File: config.mk
export PLATFORM = sky130hd
export DESIGN_NAME = multi_pattern_command_matcher_core
export DESIGN_NICKNAME = d
export VERILOG_FILES = /design/src/mpcm_pkg.sv /design/src/mpcm_cfg_regs.sv /design/src/mpcm_cmd_queue.sv /design/src/mpcm_engine.sv /design/src/multi_pattern_command_matcher_core.sv
export SDC_FILE = /design/constraint.sdc
export NUM_CORES = 1
export LEC_CHECK = 0
export ABC_CLOCK_PERIOD_IN_PS = 6000
export BUFFER_PORTS_ARGS = -buffer_cell sky130_fd_sc_hd__buf_2
export CORE_ASPECT_RATIO = 1.1
export CORE_UTILIZATION = 61
export DETAILED_ROUTE_END_ITERATION = 6
export PLACE_DENSITY = 0.82
export SLEW_MARGIN = 20
export SYNTH_ARGS = -nofsm -noshare
export SYNTH_HDL_FRONTEND = slang
export SYNTH_SLANG_ARGS = --single-unit
File: constraint.sdc
create_clock -name clk -period 6 [get_ports clk]
set_clock_uncertainty 0.05 [all_clocks]
set_input_delay 1.2 -clock clk [delete_from_list [all_inputs] [get_ports clk]]
set_output_delay 1.2 -clock clk [all_outputs]
set_load 0.01 [all_outputs]
File: src/mpcm_pkg.sv
// Shared types, codes and constants for the multi-pattern command matcher.
// Used by every module under src; depends on nothing else.
`timescale 1ns / 1ps

package mpcm_pkg;

    // Item kinds on the input channel
    localparam logic OP_BYTE = 1'b0;
    localparam logic OP_TICK = 1'b1;

    // End reasons reported with a data byte
    localparam logic [1:0] END_NONE    = 2'd0;
    localparam logic [1:0] END_HANDLER = 2'd1;
    localparam logic [1:0] END_LIMIT   = 2'd2;

    // Register indexes (byte address is 8 * index)
    localparam int ADDR_W = 6;
    localparam logic [2:0] REG_COUNT   = 3'd0;
    localparam logic [2:0] REG_TEXT0   = 3'd1;
    localparam logic [2:0] REG_TEXT1   = 3'd2;
    localparam logic [2:0] REG_TEXT2   = 3'd3;
    localparam logic [2:0] REG_TEXT3   = 3'd4;
    localparam logic [2:0] REG_MAX_LEN = 3'd5;
    localparam logic [2:0] REG_TIMEOUT = 3'd6;

    localparam int NUM_TEXT    = 4;
    localparam int TEXT_W      = 64;
    localparam int DATA_W      = 64;
    localparam int CNT_W       = 16;
    localparam int PROG_W      = 4;
    localparam int IDX_W       = 2;
    localparam int QUEUE_DEPTH = 4;

    localparam int NUM_PATTERNS_DEF    = 4;
    localparam int MAX_PATTERN_LEN_DEF = 8;

    localparam logic [2:0]       DEF_COUNT   = 3'd4;
    localparam logic [CNT_W-1:0] DEF_MAX_LEN = 16'd256;
    localparam logic [CNT_W-1:0] DEF_TIMEOUT = 16'd3000;

    typedef struct packed {
        logic       is_tick;
        logic [7:0] ch;
        logic       hend;
    } cmd_t;

    typedef struct packed {
        logic [2:0]                          count;
        logic [NUM_TEXT-1:0][TEXT_W-1:0]     text;
        logic [NUM_TEXT-1:0][PROG_W-1:0]     len;
        logic [CNT_W-1:0]                    max_len;
        logic [CNT_W-1:0]                    timeout;
    } cfg_t;

    typedef struct packed {
        logic             matched;
        logic [IDX_W-1:0] pattern_index;
        logic             in_data;
        logic [7:0]       data_out;
        logic [CNT_W-1:0] data_count;
        logic             timed_out;
        logic [1:0]       end_reason;
    } result_t;

    // Byte number idx of a packed string
    function automatic logic [7:0] pat_byte(input logic [TEXT_W-1:0] t,
                                            input logic [2:0] idx);
        pat_byte = t[{idx, 3'b000} +: 8];
    endfunction

    // Length of a string: position of the first zero byte, at most max_len
    function automatic logic [PROG_W-1:0] text_len(input logic [TEXT_W-1:0] t,
                                                   input int max_len);
        logic found;
        found = 1'b0;
        text_len = PROG_W'(max_len);
        for (int p = 0; p < 8; p++) begin
            if (p < max_len && !found && t[8*p +: 8] == 8'd0) begin
                text_len = PROG_W'(p);
                found = 1'b1;
            end
        end
    endfunction

endpackage

File: src/mpcm_cfg_regs.sv
// Configuration register file of the command matcher, with an APB-style port.
// Depends on mpcm_pkg; pattern lengths are worked out once, when a string is written.
`timescale 1ns / 1ps

module mpcm_cfg_regs
    import mpcm_pkg::*;
#(
    parameter int MAX_PATTERN_LEN = MAX_PATTERN_LEN_DEF
)
(
    input  logic              clk,
    input  logic              rst_n,
    input  logic              psel,
    input  logic              penable,
    input  logic              pwrite,
    input  logic [ADDR_W-1:0] paddr,
    input  logic [DATA_W-1:0] pwdata,
    output logic [DATA_W-1:0] prdata,
    output logic              pready,
    output cfg_t              cfg
);

    logic [2:0]                      count_reg;
    logic [NUM_TEXT-1:0][TEXT_W-1:0] text_reg;
    logic [NUM_TEXT-1:0][PROG_W-1:0] len_reg;
    logic [CNT_W-1:0]                max_len_reg;
    logic [CNT_W-1:0]                timeout_reg;
    logic [2:0]                      idx;
    logic                            wr_en;

    assign pready = 1'b1;
    assign idx    = paddr[ADDR_W-1:3];
    assign wr_en  = psel && penable && pwrite && pready;

    always_ff @(posedge clk or negedge rst_n)
    begin
        if (!rst_n)
        begin
            count_reg   <= DEF_COUNT;
            text_reg    <= '0;
            len_reg     <= '0;
            max_len_reg <= DEF_MAX_LEN;
            timeout_reg <= DEF_TIMEOUT;
        end
        else if (wr_en)
        begin
            unique case (idx) inside
                REG_COUNT:   count_reg <= pwdata[2:0];
                REG_TEXT0, REG_TEXT1, REG_TEXT2, REG_TEXT3:
                begin
                    text_reg[2'(idx - REG_TEXT0)] <= pwdata;
                    len_reg[2'(idx - REG_TEXT0)]  <= text_len(pwdata, MAX_PATTERN_LEN);
                end
                REG_MAX_LEN: max_len_reg <= pwdata[CNT_W-1:0];
                REG_TIMEOUT: timeout_reg <= pwdata[CNT_W-1:0];
                default:     ;
            endcase
        end
    end

    always_comb
    begin
        unique case (idx) inside
            REG_COUNT:   prdata = DATA_W'(count_reg);
            REG_TEXT0, REG_TEXT1, REG_TEXT2, REG_TEXT3:
                         prdata = text_reg[2'(idx - REG_TEXT0)];
            REG_MAX_LEN: prdata = DATA_W'(max_len_reg);
            REG_TIMEOUT: prdata = DATA_W'(timeout_reg);
            default:     prdata = '0;
        endcase
    end

    assign cfg.count   = count_reg;
    assign cfg.text    = text_reg;
    assign cfg.len     = len_reg;
    assign cfg.max_len = max_len_reg;
    assign cfg.timeout = timeout_reg;

endmodule

File: src/mpcm_cmd_queue.sv
// Front end of the command matcher: accepts input transactions, classifies
// them as byte or tick commands and holds them in a short queue. Uses mpcm_pkg.
`timescale 1ns / 1ps

module mpcm_cmd_queue
    import mpcm_pkg::*;
(
    input  logic       clk,
    input  logic       rst_n,
    input  logic       in_valid,
    output logic       in_stall,
    input  logic       op,
    input  logic [7:0] rx_byte,
    input  logic       handler_end,
    output logic       q_valid,
    output cmd_t       q_cmd,
    input  logic       q_pop
);

    localparam int PTR_W = $clog2(QUEUE_DEPTH);
    localparam int CNT_QW = $clog2(QUEUE_DEPTH + 1);

    cmd_t              mem [QUEUE_DEPTH];
    logic [PTR_W-1:0]  wr_ptr_reg, wr_ptr_next;
    logic [PTR_W-1:0]  rd_ptr_reg, rd_ptr_next;
    logic [CNT_QW-1:0] fill_reg, fill_next;
    logic              push;
    logic              pop;
    cmd_t              new_cmd;

    assign in_stall = (fill_reg == CNT_QW'(QUEUE_DEPTH));
    assign push     = in_valid && !in_stall;
    assign q_valid  = (fill_reg != '0);
    assign pop      = q_pop && q_valid;
    assign q_cmd    = mem[rd_ptr_reg];

    assign new_cmd.is_tick = (op == OP_TICK);
    assign new_cmd.ch      = rx_byte;
    assign new_cmd.hend    = handler_end;

    always_comb
    begin
        wr_ptr_next = push ? PTR_W'(wr_ptr_reg + 1'b1) : wr_ptr_reg;
        rd_ptr_next = pop ? PTR_W'(rd_ptr_reg + 1'b1) : rd_ptr_reg;
        fill_next   = fill_reg;
        if (push && !pop)
        begin
            fill_next = CNT_QW'(fill_reg + 1'b1);
        end
        else if (pop && !push)
        begin
            fill_next = CNT_QW'(fill_reg - 1'b1);
        end
    end

    always_ff @(posedge clk)
    begin
        if (push)
        begin
            mem[wr_ptr_reg] <= new_cmd;
        end
    end

    always_ff @(posedge clk or negedge rst_n)
    begin
        if (!rst_n)
        begin
            wr_ptr_reg <= '0;
            rd_ptr_reg <= '0;
            fill_reg   <= '0;
        end
        else
        begin
            wr_ptr_reg <= wr_ptr_next;
            rd_ptr_reg <= rd_ptr_next;
            fill_reg   <= fill_next;
        end
    end

endmodule

File: src/mpcm_engine.sv
// Back end of the command matcher: pattern tracking, data phase, tick timeout
// and the registered result stage. Uses mpcm_pkg.
`timescale 1ns / 1ps

module mpcm_engine
    import mpcm_pkg::*;
#(
    parameter int NUM_PATTERNS = NUM_PATTERNS_DEF
)
(
    input  logic    clk,
    input  logic    rst_n,
    input  cfg_t    cfg,
    input  logic    q_valid,
    input  cmd_t    q_cmd,
    output logic    q_pop,
    output logic    out_valid,
    input  logic    out_stall,
    output result_t res
);

    localparam logic [CNT_W-1:0] CNT_MAX = '1;

    logic                         phase_reg, phase_next;
    logic [PROG_W-1:0]            prog_reg [NUM_PATTERNS];
    logic [PROG_W-1:0]            prog_next [NUM_PATTERNS];
    logic [7:0]                   last_reg, last_next;
    logic [IDX_W-1:0]             act_reg, act_next;
    logic [CNT_W-1:0]             rcnt_reg, rcnt_next;
    logic [CNT_W-1:0]             ticks_reg, ticks_next;
    logic                         out_valid_reg, out_valid_next;
    result_t                      res_reg, res_next;

    logic                         out_free;
    logic                         do_byte;
    logic                         tmo;
    logic                         any_hit;
    logic [TEXT_W-1:0]            t;
    logic [PROG_W-1:0]            len;
    logic [PROG_W-1:0]            base;
    logic [PROG_W-1:0]            base_inc;
    logic [7:0]                   lc;
    logic                         hit;
    logic [CNT_W-1:0]             rcnt_inc;

    assign out_free = !out_valid_reg || !out_stall;
    assign q_pop    = q_valid && (q_cmd.is_tick || out_free);
    assign do_byte  = q_pop && !q_cmd.is_tick;

    always_comb
    begin
        phase_next     = phase_reg;
        prog_next      = prog_reg;
        last_next      = last_reg;
        act_next       = act_reg;
        rcnt_next      = rcnt_reg;
        ticks_next     = ticks_reg;
        res_next       = res_reg;
        out_valid_next = out_valid_reg && out_stall;
        tmo            = 1'b0;
        any_hit        = 1'b0;
        t              = '0;
        len            = '0;
        base           = '0;
        base_inc       = '0;
        lc             = '0;
        hit            = 1'b0;
        rcnt_inc       = (rcnt_reg == CNT_MAX) ? rcnt_reg : CNT_W'(rcnt_reg + 1'b1);

        if (q_pop && q_cmd.is_tick)
        begin
            if (ticks_reg != CNT_MAX)
            begin
                ticks_next = CNT_W'(ticks_reg + 1'b1);
            end
        end

        if (do_byte)
        begin
            out_valid_next = 1'b1;
            res_next       = '0;
            tmo            = phase_reg && (ticks_reg >= cfg.timeout);
            res_next.timed_out = tmo;

            if (!phase_reg || tmo)
            begin
                // Hunting; a timeout clears all progress before the byte is seen.
                ticks_next = '0;
                phase_next = 1'b0;
                for (int i = 0; i < NUM_PATTERNS; i++)
                begin
                    base = tmo ? '0 : prog_reg[i];
                    if (i < NUM_TEXT)
                    begin
                        t   = cfg.text[2'(i)];
                        len = cfg.len[2'(i)];
                    end
                    else
                    begin
                        t   = '0;
                        len = '0;
                    end
                    if (32'(i) < 32'(cfg.count))
                    begin
                        // A string later in the order sees the byte as last
                        // character once an earlier string has advanced.
                        lc       = any_hit ? q_cmd.ch : last_reg;
                        hit      = (base < len) && (q_cmd.ch == pat_byte(t, base[2:0]));
                        base_inc = PROG_W'(base + 1'b1);
                        if (hit)
                        begin
                            any_hit      = 1'b1;
                            prog_next[i] = base_inc;
                            if (base_inc == len)
                            begin
                                act_next   = IDX_W'(i);
                                phase_next = 1'b1;
                                rcnt_next  = '0;
                                res_next.matched = 1'b1;
                            end
                        end
                        else if (len != '0 && lc == t[7:0])
                        begin
                            prog_next[i] = PROG_W'(1);
                        end
                        else
                        begin
                            prog_next[i] = '0;
                        end
                    end
                    else
                    begin
                        prog_next[i] = base;
                    end
                end
                last_next = any_hit ? q_cmd.ch : last_reg;
                res_next.pattern_index = res_next.matched ? act_next : '0;
            end
            else
            begin
                rcnt_next              = rcnt_inc;
                res_next.in_data       = 1'b1;
                res_next.pattern_index = act_reg;
                res_next.data_out      = q_cmd.ch;
                res_next.data_count    = rcnt_inc;
                if (q_cmd.hend)
                begin
                    res_next.end_reason = END_HANDLER;
                end
                else if (rcnt_inc >= cfg.max_len)
                begin
                    res_next.end_reason = END_LIMIT;
                end
                else
                begin
                    res_next.end_reason = END_NONE;
                end
                if (res_next.end_reason != END_NONE)
                begin
                    phase_next = 1'b0;
                    for (int i = 0; i < NUM_PATTERNS; i++)
                    begin
                        prog_next[i] = '0;
                    end
                end
            end
        end
    end

    always_ff @(posedge clk)
    begin
        res_reg <= res_next;
    end

    always_ff @(posedge clk or negedge rst_n)
    begin
        if (!rst_n)
        begin
            phase_reg     <= 1'b0;
            last_reg      <= '0;
            act_reg       <= '0;
            rcnt_reg      <= '0;
            ticks_reg     <= '0;
            out_valid_reg <= 1'b0;
            for (int i = 0; i < NUM_PATTERNS; i++)
            begin
                prog_reg[i] <= '0;
            end
        end
        else
        begin
            phase_reg     <= phase_next;
            last_reg      <= last_next;
            act_reg       <= act_next;
            rcnt_reg      <= rcnt_next;
            ticks_reg     <= ticks_next;
            out_valid_reg <= out_valid_next;
            prog_reg      <= prog_next;
        end
    end

    assign out_valid = out_valid_reg;
    assign res       = res_reg;

endmodule

File: src/multi_pattern_command_matcher_core.sv
// Multi-pattern command matcher, top level.
// Hunts for up to four configured command strings in a byte stream, then
// forwards the data bytes that follow a match with a running count.
// The input channel (in_valid / in_stall) carries byte transactions
// (op = 0) and timer tick transactions (op = 1). Every byte transaction
// gives exactly one result transaction on the output channel
// (out_valid / out_stall); a tick gives none and only advances a
// saturating tick counter used for the data-phase timeout.
// A byte accepted on the input is written into the command queue, and
// once the engine takes it from the queue head its result is registered
// in the result register. Throughput is one transaction per cycle while
// out_stall is low, set by the compare of all strings at once in the matcher engine.
// A four-entry command queue sits between the input side and the engine,
// and the result register frees as it is taken, so the input side keeps
// accepting while a result waits; when out_stall holds, the queue fills
// and in_stall rises. A tick at the queue head is still drained meanwhile.
// Reset (rst_n low, asynchronous) empties the queue, returns the engine to hunting
// with all progress and counters at zero, and loads the register defaults. The user
// must write registers over the APB-style port only while idle; the block does not enforce it.
`timescale 1ns / 1ps

module multi_pattern_command_matcher_core
    import mpcm_pkg::*;
#(
    parameter int NUM_PATTERNS    = NUM_PATTERNS_DEF,
    parameter int MAX_PATTERN_LEN = MAX_PATTERN_LEN_DEF
)
(
    input  logic              clk,
    input  logic              rst_n,
    input  logic              in_valid,
    output logic              in_stall,
    input  logic              op,
    input  logic [7:0]        rx_byte,
    input  logic              handler_end,
    output logic              out_valid,
    input  logic              out_stall,
    output logic              matched,
    output logic [IDX_W-1:0]  pattern_index,
    output logic              in_data,
    output logic [7:0]        data_out,
    output logic [CNT_W-1:0]  data_count,
    output logic              timed_out,
    output logic [1:0]        end_reason,
    input  logic              psel,
    input  logic              penable,
    input  logic              pwrite,
    input  logic [ADDR_W-1:0] paddr,
    input  logic [DATA_W-1:0] pwdata,
    output logic [DATA_W-1:0] prdata,
    output logic              pready
);

    cfg_t    cfg;
    cmd_t    q_cmd;
    logic    q_valid;
    logic    q_pop;
    result_t res;

    mpcm_cfg_regs #(
        .MAX_PATTERN_LEN (MAX_PATTERN_LEN)
    ) u_cfg (
        .clk     (clk),
        .rst_n   (rst_n),
        .psel    (psel),
        .penable (penable),
        .pwrite  (pwrite),
        .paddr   (paddr),
        .pwdata  (pwdata),
        .prdata  (prdata),
        .pready  (pready),
        .cfg     (cfg)
    );

    mpcm_cmd_queue u_queue (
        .clk         (clk),
        .rst_n       (rst_n),
        .in_valid    (in_valid),
        .in_stall    (in_stall),
        .op          (op),
        .rx_byte     (rx_byte),
        .handler_end (handler_end),
        .q_valid     (q_valid),
        .q_cmd       (q_cmd),
        .q_pop       (q_pop)
    );

    mpcm_engine #(
        .NUM_PATTERNS (NUM_PATTERNS)
    ) u_engine (
        .clk       (clk),
        .rst_n     (rst_n),
        .cfg       (cfg),
        .q_valid   (q_valid),
        .q_cmd     (q_cmd),
        .q_pop     (q_pop),
        .out_valid (out_valid),
        .out_stall (out_stall),
        .res       (res)
    );

    assign matched       = res.matched;
    assign pattern_index = res.pattern_index;
    assign in_data       = res.in_data;
    assign data_out      = res.data_out;
    assign data_count    = res.data_count;
    assign timed_out     = res.timed_out;
    assign end_reason    = res.end_reason;

endmodule

Word-level counts from Yosys, hierarchy flattened --
Memories as Yosys holds them, arrays and structs flattened. Index checks and enable logic that the tools add are counted.
Operators by class: $lt $le $gt $ge 10, shift operators 2, reduce and logical (&&, ||, !) cells 63, multiplexer cells 110, $add $sub $neg 9, equality and inequality tests 15
Operator list (count):
- $mux W64 | 6
- $bwmux W256 | 1
- $pmux W64 S4 | 1
- $mux W16 | 14
- $bmux W64 S2 | 1
- $demux W64 S2 | 1
- $shiftx A64 B7 Y8 | 2
- $mux W4 | 24
- $logic_not A8 Y1 | 8
- $mux W1 | 44
- $add A16 B1 Y16 const B | 2
- $eq A8 B8 Y1 | 4
- $ge A16 B16 Y1 | 2
- $mux W25 | 1
- $mux W2 | 12
- $logic_and A1 B1 Y1 | 23
- $bwmux W16 | 1
- $eq A16 B16 Y1 const B | 1
- $ne A16 B16 Y1 const B | 1
- $logic_not A1 Y1 | 14
- $eq A3 B3 Y1 const B | 4
- $reduce_and A2 Y1 | 6
- $add A4 B1 Y4 const B | 2
- $demux W4 S2 | 1
- other kinds (21) | 33
Word-level totals: output and inout bits 98, flip-flop bits (word level) 397, input bits 87, memories 1, word-level logic and storage cells 239, RAM bits 40
Memories:
- u_queue.mem | depth 4, width 10, rd ports 1, clocked after Yosys merged registers in 0, write ports 1, RTL line mpcm_cmd_queue.sv:23 | cmd_t mem [QUEUE_DEPTH];

Depth between registers and ports, before layout --
depth after elaboration 40, gate-level depth with buffers 23, gate-level depth less buffers 21

Cells and area by module --
Synthesis repeated with hierarchy kept, for this count alone.
Unflattened totals: cell total of the unflattened synthesis 1791, area total of the unflattened synthesis 22932.0 um^2
Modules (own cells, without submodules):
- mpcm_cfg_regs | sequential area each 7693.6 um^2, area an instance 13868.3 um^2, times used 1, cells each 888
- mpcm_engine | sequential area each 2232.1 um^2, area an instance 7184.4 um^2, times used 1, cells each 816
- mpcm_cmd_queue | sequential area each 1376.3 um^2, area an instance 1879.3 um^2, times used 1, cells each 87

Worst setup path before layout --
Ideal clock, no wire load.
kind input to output, start input port paddr[3], end output port prdata[11], data required time 4.750 ns, stages 9, path slack 0.807 ns, arrival time 3.943 ns, buffers on the path 4, cells stage by stage clkbuf_1 buf_1 inv_1 ha_1 clkbuf_1 buf_1 mux4_2 a222oi_1 inv_1
Between the ends: word-level cells in the longest chain between the ends 4, elaborated cells on any way between the ends 12, classes of those cells add/sub (1); eq/ne (6); mux (3); reduce/logical (2)
Ends and longest elaborated chain:
- from (decl) | RTL line multi_pattern_command_matcher_core.sv:48 | input logic [ADDR_W-1:0] paddr,
- $sub A2 B1 Y2 | RTL line mpcm_cfg_regs.sv:66 | prdata = text_reg[2'(idx - REG_TEXT0)];
- $bmux W64 S2 | RTL line mpcm_cfg_regs.sv:66
- $mux W64 (implied by the code) | RTL line mpcm_cfg_regs.sv:66
- $pmux W64 S4 * | RTL line mpcm_cfg_regs.sv:63 | unique case (idx) inside
- to (decl) | RTL line multi_pattern_command_matcher_core.sv:50 | output logic [DATA_W-1:0] prdata,
Mark *: on every way between the ends. The rest lies on a longest branch, timed or not. The select of a mux whose other input is x is not followed.

Worst setup path after layout --
start register u_cfg.timeout_reg[5], end register u_engine.last_reg[1]
Between the ends: word-level cells in the longest chain between the ends 15, elaborated cells on any way between the ends 22, classes of those cells order compare (3); eq/ne (2); shift (2); mux (10); reduce/logical (5)
Ends and longest elaborated chain:
- from (decl) | RTL line mpcm_cfg_regs.sv:27 | logic [CNT_W-1:0] timeout_reg;
- from (signal assigned) | RTL line mpcm_cfg_regs.sv:55 | REG_TIMEOUT: timeout_reg <= pwdata[CNT_W-1:0];
- $ge A16 B16 Y1 * | RTL line mpcm_engine.sv:82 | tmo = phase_reg && (ticks_reg >= cfg.timeout);
- $logic_and A1 B1 Y1 * | RTL line mpcm_engine.sv:82
- $mux W4 | RTL line mpcm_engine.sv:92 | base = tmo ? '0 : prog_reg[i];
- $shiftx A64 B7 Y8 | RTL line mpcm_pkg.sv:68 | pat_byte = t[{idx, 3'b000} +: 8];
- $eq A8 B8 Y1 | RTL line mpcm_engine.sv:108 | hit = (base < len) && (q_cmd.ch == pat_byte(t, base[2:0]));
- $logic_and A1 B1 Y1 | RTL line mpcm_engine.sv:108
- $mux W1 | RTL line mpcm_engine.sv:110 | if (hit)
- $mux W1 | RTL line mpcm_engine.sv:103 | if (32'(i) < 32'(cfg.count))
- $mux W1 | RTL line mpcm_engine.sv:85 | if (!phase_reg || tmo)
- $mux W1 | RTL line mpcm_engine.sv:78 | if (do_byte)
- $mux W1 | RTL line mpcm_engine.sv:110
- $mux W1 | RTL line mpcm_engine.sv:103
- $mux W1 | RTL line mpcm_engine.sv:85
- $mux W1 | RTL line mpcm_engine.sv:78
- $reduce_and A3 Y1 (no source line) *
- to (signal assigned) | RTL line mpcm_engine.sv:193 | last_reg <= last_next;
- to (decl) | RTL line mpcm_engine.sv:27 | logic [7:0] last_reg, last_next;
Marks and branches as above. A chain may end at the register's enable or synchronous reset.

==> flow_summary.json <==
{
  "cts_buffer_depth": 3,
  "timing.rr.end": "u_engine.last_reg[1]",
  "p_comb_share_pct": 28.2,
  "internal-power_mw": 6.631,
  "pin_count": 185,
  "startpoint": "u_cfg.timeout_reg[5]",
  "end_kind": "flip-flop",
  "final_nets": 2081,
  "die_x_um": 185.1,
  "io_buffers": 180,
  "setup_violations": 0,
  "area_delta_synth_final_pct": 13.04,
  "grt_start_max_net_pins": 120,
  "post-cts-setup-buffers": 0,
  "syn_area_sq_um": 22500,
  "grt_use_total_pct": 35.04,
  "seq_area_frac_synth_pct": 49.35,
  "post-route-period-util_pct": 88.54,
  "grt_pass1_wl_um": 97600,
  "avgSynthCellArea_sq_um": 12.62,
  "slew_headroom_pct": 29.86,
  "drc": 0,
  "swShare_pct": 32.37,
  "hpwl_um": 44050,
  "ant_nets": 0,
  "cts_root_buf": "clkbuf_16",
  "p_sw_mw": 3.174,
  "r2r_setup_slack_ns": 0.69,
  "synth_edf_count": 71,
  "required_ns": 6.40,
  "gr-total-overflow": 0,
  "largest_reg_flops": 264,
  "timing.final.max_slew_violations": 0,
  "netlist-cell-type-count": 85,
  "rows": 73,
  "fmax_ghz": 0.1882,
  "synth_fp_nets": 1925,
  "reg2reg_depth": 15,
  "die-area_sq_um": 37650,
  "rr_startpoint": "u_cfg.timeout_reg[5]",
  "ir_drop_mv": 0.3008,
  "h-tree-depth": 2,
  "drv_cap": 0,
  "power.density_nw_per_um2": 385.6,
  "drtIter0Drc": 1564,
  "final_hold_viol_count": 0,
  "hold_start": "u_queue.fill_reg[2]",
  "via_count": 16000,
  "viasPerCell": 6.504,
  "clock_sinks": 429,
  "ys_seq_elements": 429,
  "antenna_found_initial": 1,
  "clk_latency_ns": 0.58,
  "wl_per_cell_um": 25.94,
  "dp.cells": 2379,
  "numCtsBuffers": 44,
  "status": "finished clean",
  "die_h_um": 203.4,
  "endpoint": "u_engine.last_reg[1]",
  "drtPass1Iterations": 6,
  "fin_util_pct": 70.13,
  "final_cells": 2460,
  "grt_pass1_vias": 16200,
  "clk_pin_slew_ns": 0.06,
  "hp-class": "reg -> reg",
  "worst_pin_slew_ns": 1.048,
  "postSynthCellCount": 1782,
  "rsz0062_at_grt": "false",
  "arrival_ns": 5.71,
  "critical_path_class": "reg -> reg",
  "synth_ff_type": "dfrtp_1",
  "cts-resized-gates": 0,
  "start_util_pct": 62.04,
  "min_period_ns": 5.312,
  "crit_fanout": 24,
  "ctsHoldBuffers": 0,
  "finalSetupTns_ns": 0,
  "synthArstFlopShare_pct": 83.45,
  "clkPwrFrac_pct": 29.8,
  "drt_wl_total_um": 63820,
  "drive_above_1_share_pct": 34.84,
  "place_congestion": 0.9427,
  "startpoint_type": "flip-flop",
  "p_seq_share_pct": 42.1,
  "core_sq_um": 36260,
  "cts_tree": "yes",
  "leakage_nw": 11.68,
  "yosysWarnings": 0
}
layout make-up:
class                   count  area, sq um
repair buffers            209         1194
well taps                 487        609.3
diodes                      1        2.502
clock inverters            24        322.8
clock buffers              56         1207
inverters                  90        337.8
multi-input cells        1164        10650
flip-flops and latches    429        11100
fillers                  2480        10830
cell usage in the layout, fill, tap and decap left out, types with 6 or more instances in the layout:
cell,n
xor2_1,28
o21ai_1,6
o31ai_1,7
inv_1,87
clkinv_2,9
mux2i_1,34
and2_1,78
mux2_2,277
bufinv_16,8
nand4_1,14
mux2_4,8
dfstp_2,9
nand3_1,21
o21ai_0,53
nand2b_1,11
edfxtp_1,71
buf_2,178
o22a_1,6
nor4_1,20
buf_4,25
o211ai_1,8
o21a_1,7
or3_1,13
o22ai_1,11
or4_1,12
nand2_1,94
a22o_1,18
clkbuf_1,7
xnor2_1,32
clkbuf_16,45
dfrtp_1,349
mux4_2,85
nor2_1,72
and3_1,6
a21o_1,16
or2_2,6
a21oi_1,39
nor3_1,18
ha_1,54
a222oi_1,14
how the worst min path moves through the flow:
stage	endpoint	slack (ns)	depth (start not counted)
final	u_queue.fill_reg[2]	0.44	1
after global routing	u_queue.fill_reg[2]	0.46	1
after CTS	u_queue.fill_reg[2]	0.44	1
after detailed placement	u_queue.fill_reg[2]	0.43	1
after global placement	u_engine.act_reg[1]	0.42	1
after floorplan	u_queue.fill_reg[2]	0.40	1
critical path, cell delays in order (launching register included):
cell       delay (ns)
dfstp_2          0.53
inv_1            0.06
ha_1             0.31
a21o_1           0.18
a221o_1          0.35
a22o_2           0.36
o21ai_4          0.31
buf_4            0.37
inv_2            0.18
o311ai_2         0.33
and3_1           0.20
o2111ai_1        0.11
or4_1            0.69
nor2_1           0.27
o21a_1           0.50
mux2_4           0.34
layer usage:
layer  track usage, %  part of all wire [%]
met1            46.91                    40
met2            55.24                    48
met3            6.357                   7.0
met4            17.38                   4.9
met5                0                 0.020
synth_stat cells (7+ instances only):
cell      number  area share [%]
dfrtp_1      349              39
mux2_2       277              14
nand2_1       98             1.6
inv_1         87             1.5
mux4_2        85             8.5
and2_1        78             2.2
nor2_1        72             1.2
edfxtp_1      71             9.5
clkbuf_1      57            0.95
ha_1          55             3.1
o21ai_0       54             1.2
a21oi_1       39            0.87
mux2i_1       34             1.5
xnor2_1       32             1.2
xor2_1        28             1.1
buf_1         25            0.42
nand3_1       21            0.47
nor4_1        20            0.56
a22o_1        18            0.70
nor3_1        18            0.40
a21o_1        16            0.53
a222oi_1      14            0.62
nand4_1       14            0.39
or3_1         13            0.36
or4_1         12            0.40
buf_2         11            0.24
nand2b_1      11            0.31
o22ai_1       11            0.31
dfstp_2        9             1.1
mux2_4         8            0.53
o211ai_1       8            0.27
o21a_1         7            0.23
o31ai_1        7            0.23
logic make-up after synthesis:
| group | count (synthesis) | synth area share [%] |
|---|---|---|
| DFF | 429 | 49.35 |
| muxes | 404 | 24.42 |
| and+or+nand+nor | 391 | 9.099 |
| AOI/OAI and AO/OA | 252 | 8.232 |
| buffers and inverters | 189 | 3.398 |
| xor gates and xnor gates | 60 | 2.336 |
| adders and majority gates | 56 | 3.148 |
| other | 1 | 0.01667 |
metrics by stage:
stage	hold WS, ns	worst slack [ns]	area [sq um]	total power [mW]
final	0.4371	0.6876	25430	9.804
after floorplan	0.3971	0.8070	22500	5.809
after global placement	0.4166	0.8116	23900	6.754
after global routing	0.4555	0.5197	25430	10.20
after detailed placement	0.4251	0.7928	23900	6.867
after CTS	0.4367	0.7454	25430	9.805
power groups by stage:
stage | Clock (mW) | Sequential (mW) | Combinational, mW
floorplan | 0 | 3.95 | 1.86
global placement | 0 | 4.10 | 2.65
detailed placement | 0 | 4.15 | 2.72
CTS | 2.94 | 4.11 | 2.75
global route | 3.05 | 4.19 | 2.96
finish | 2.92 | 4.13 | 2.76
(Power assumes the default switching activity.)
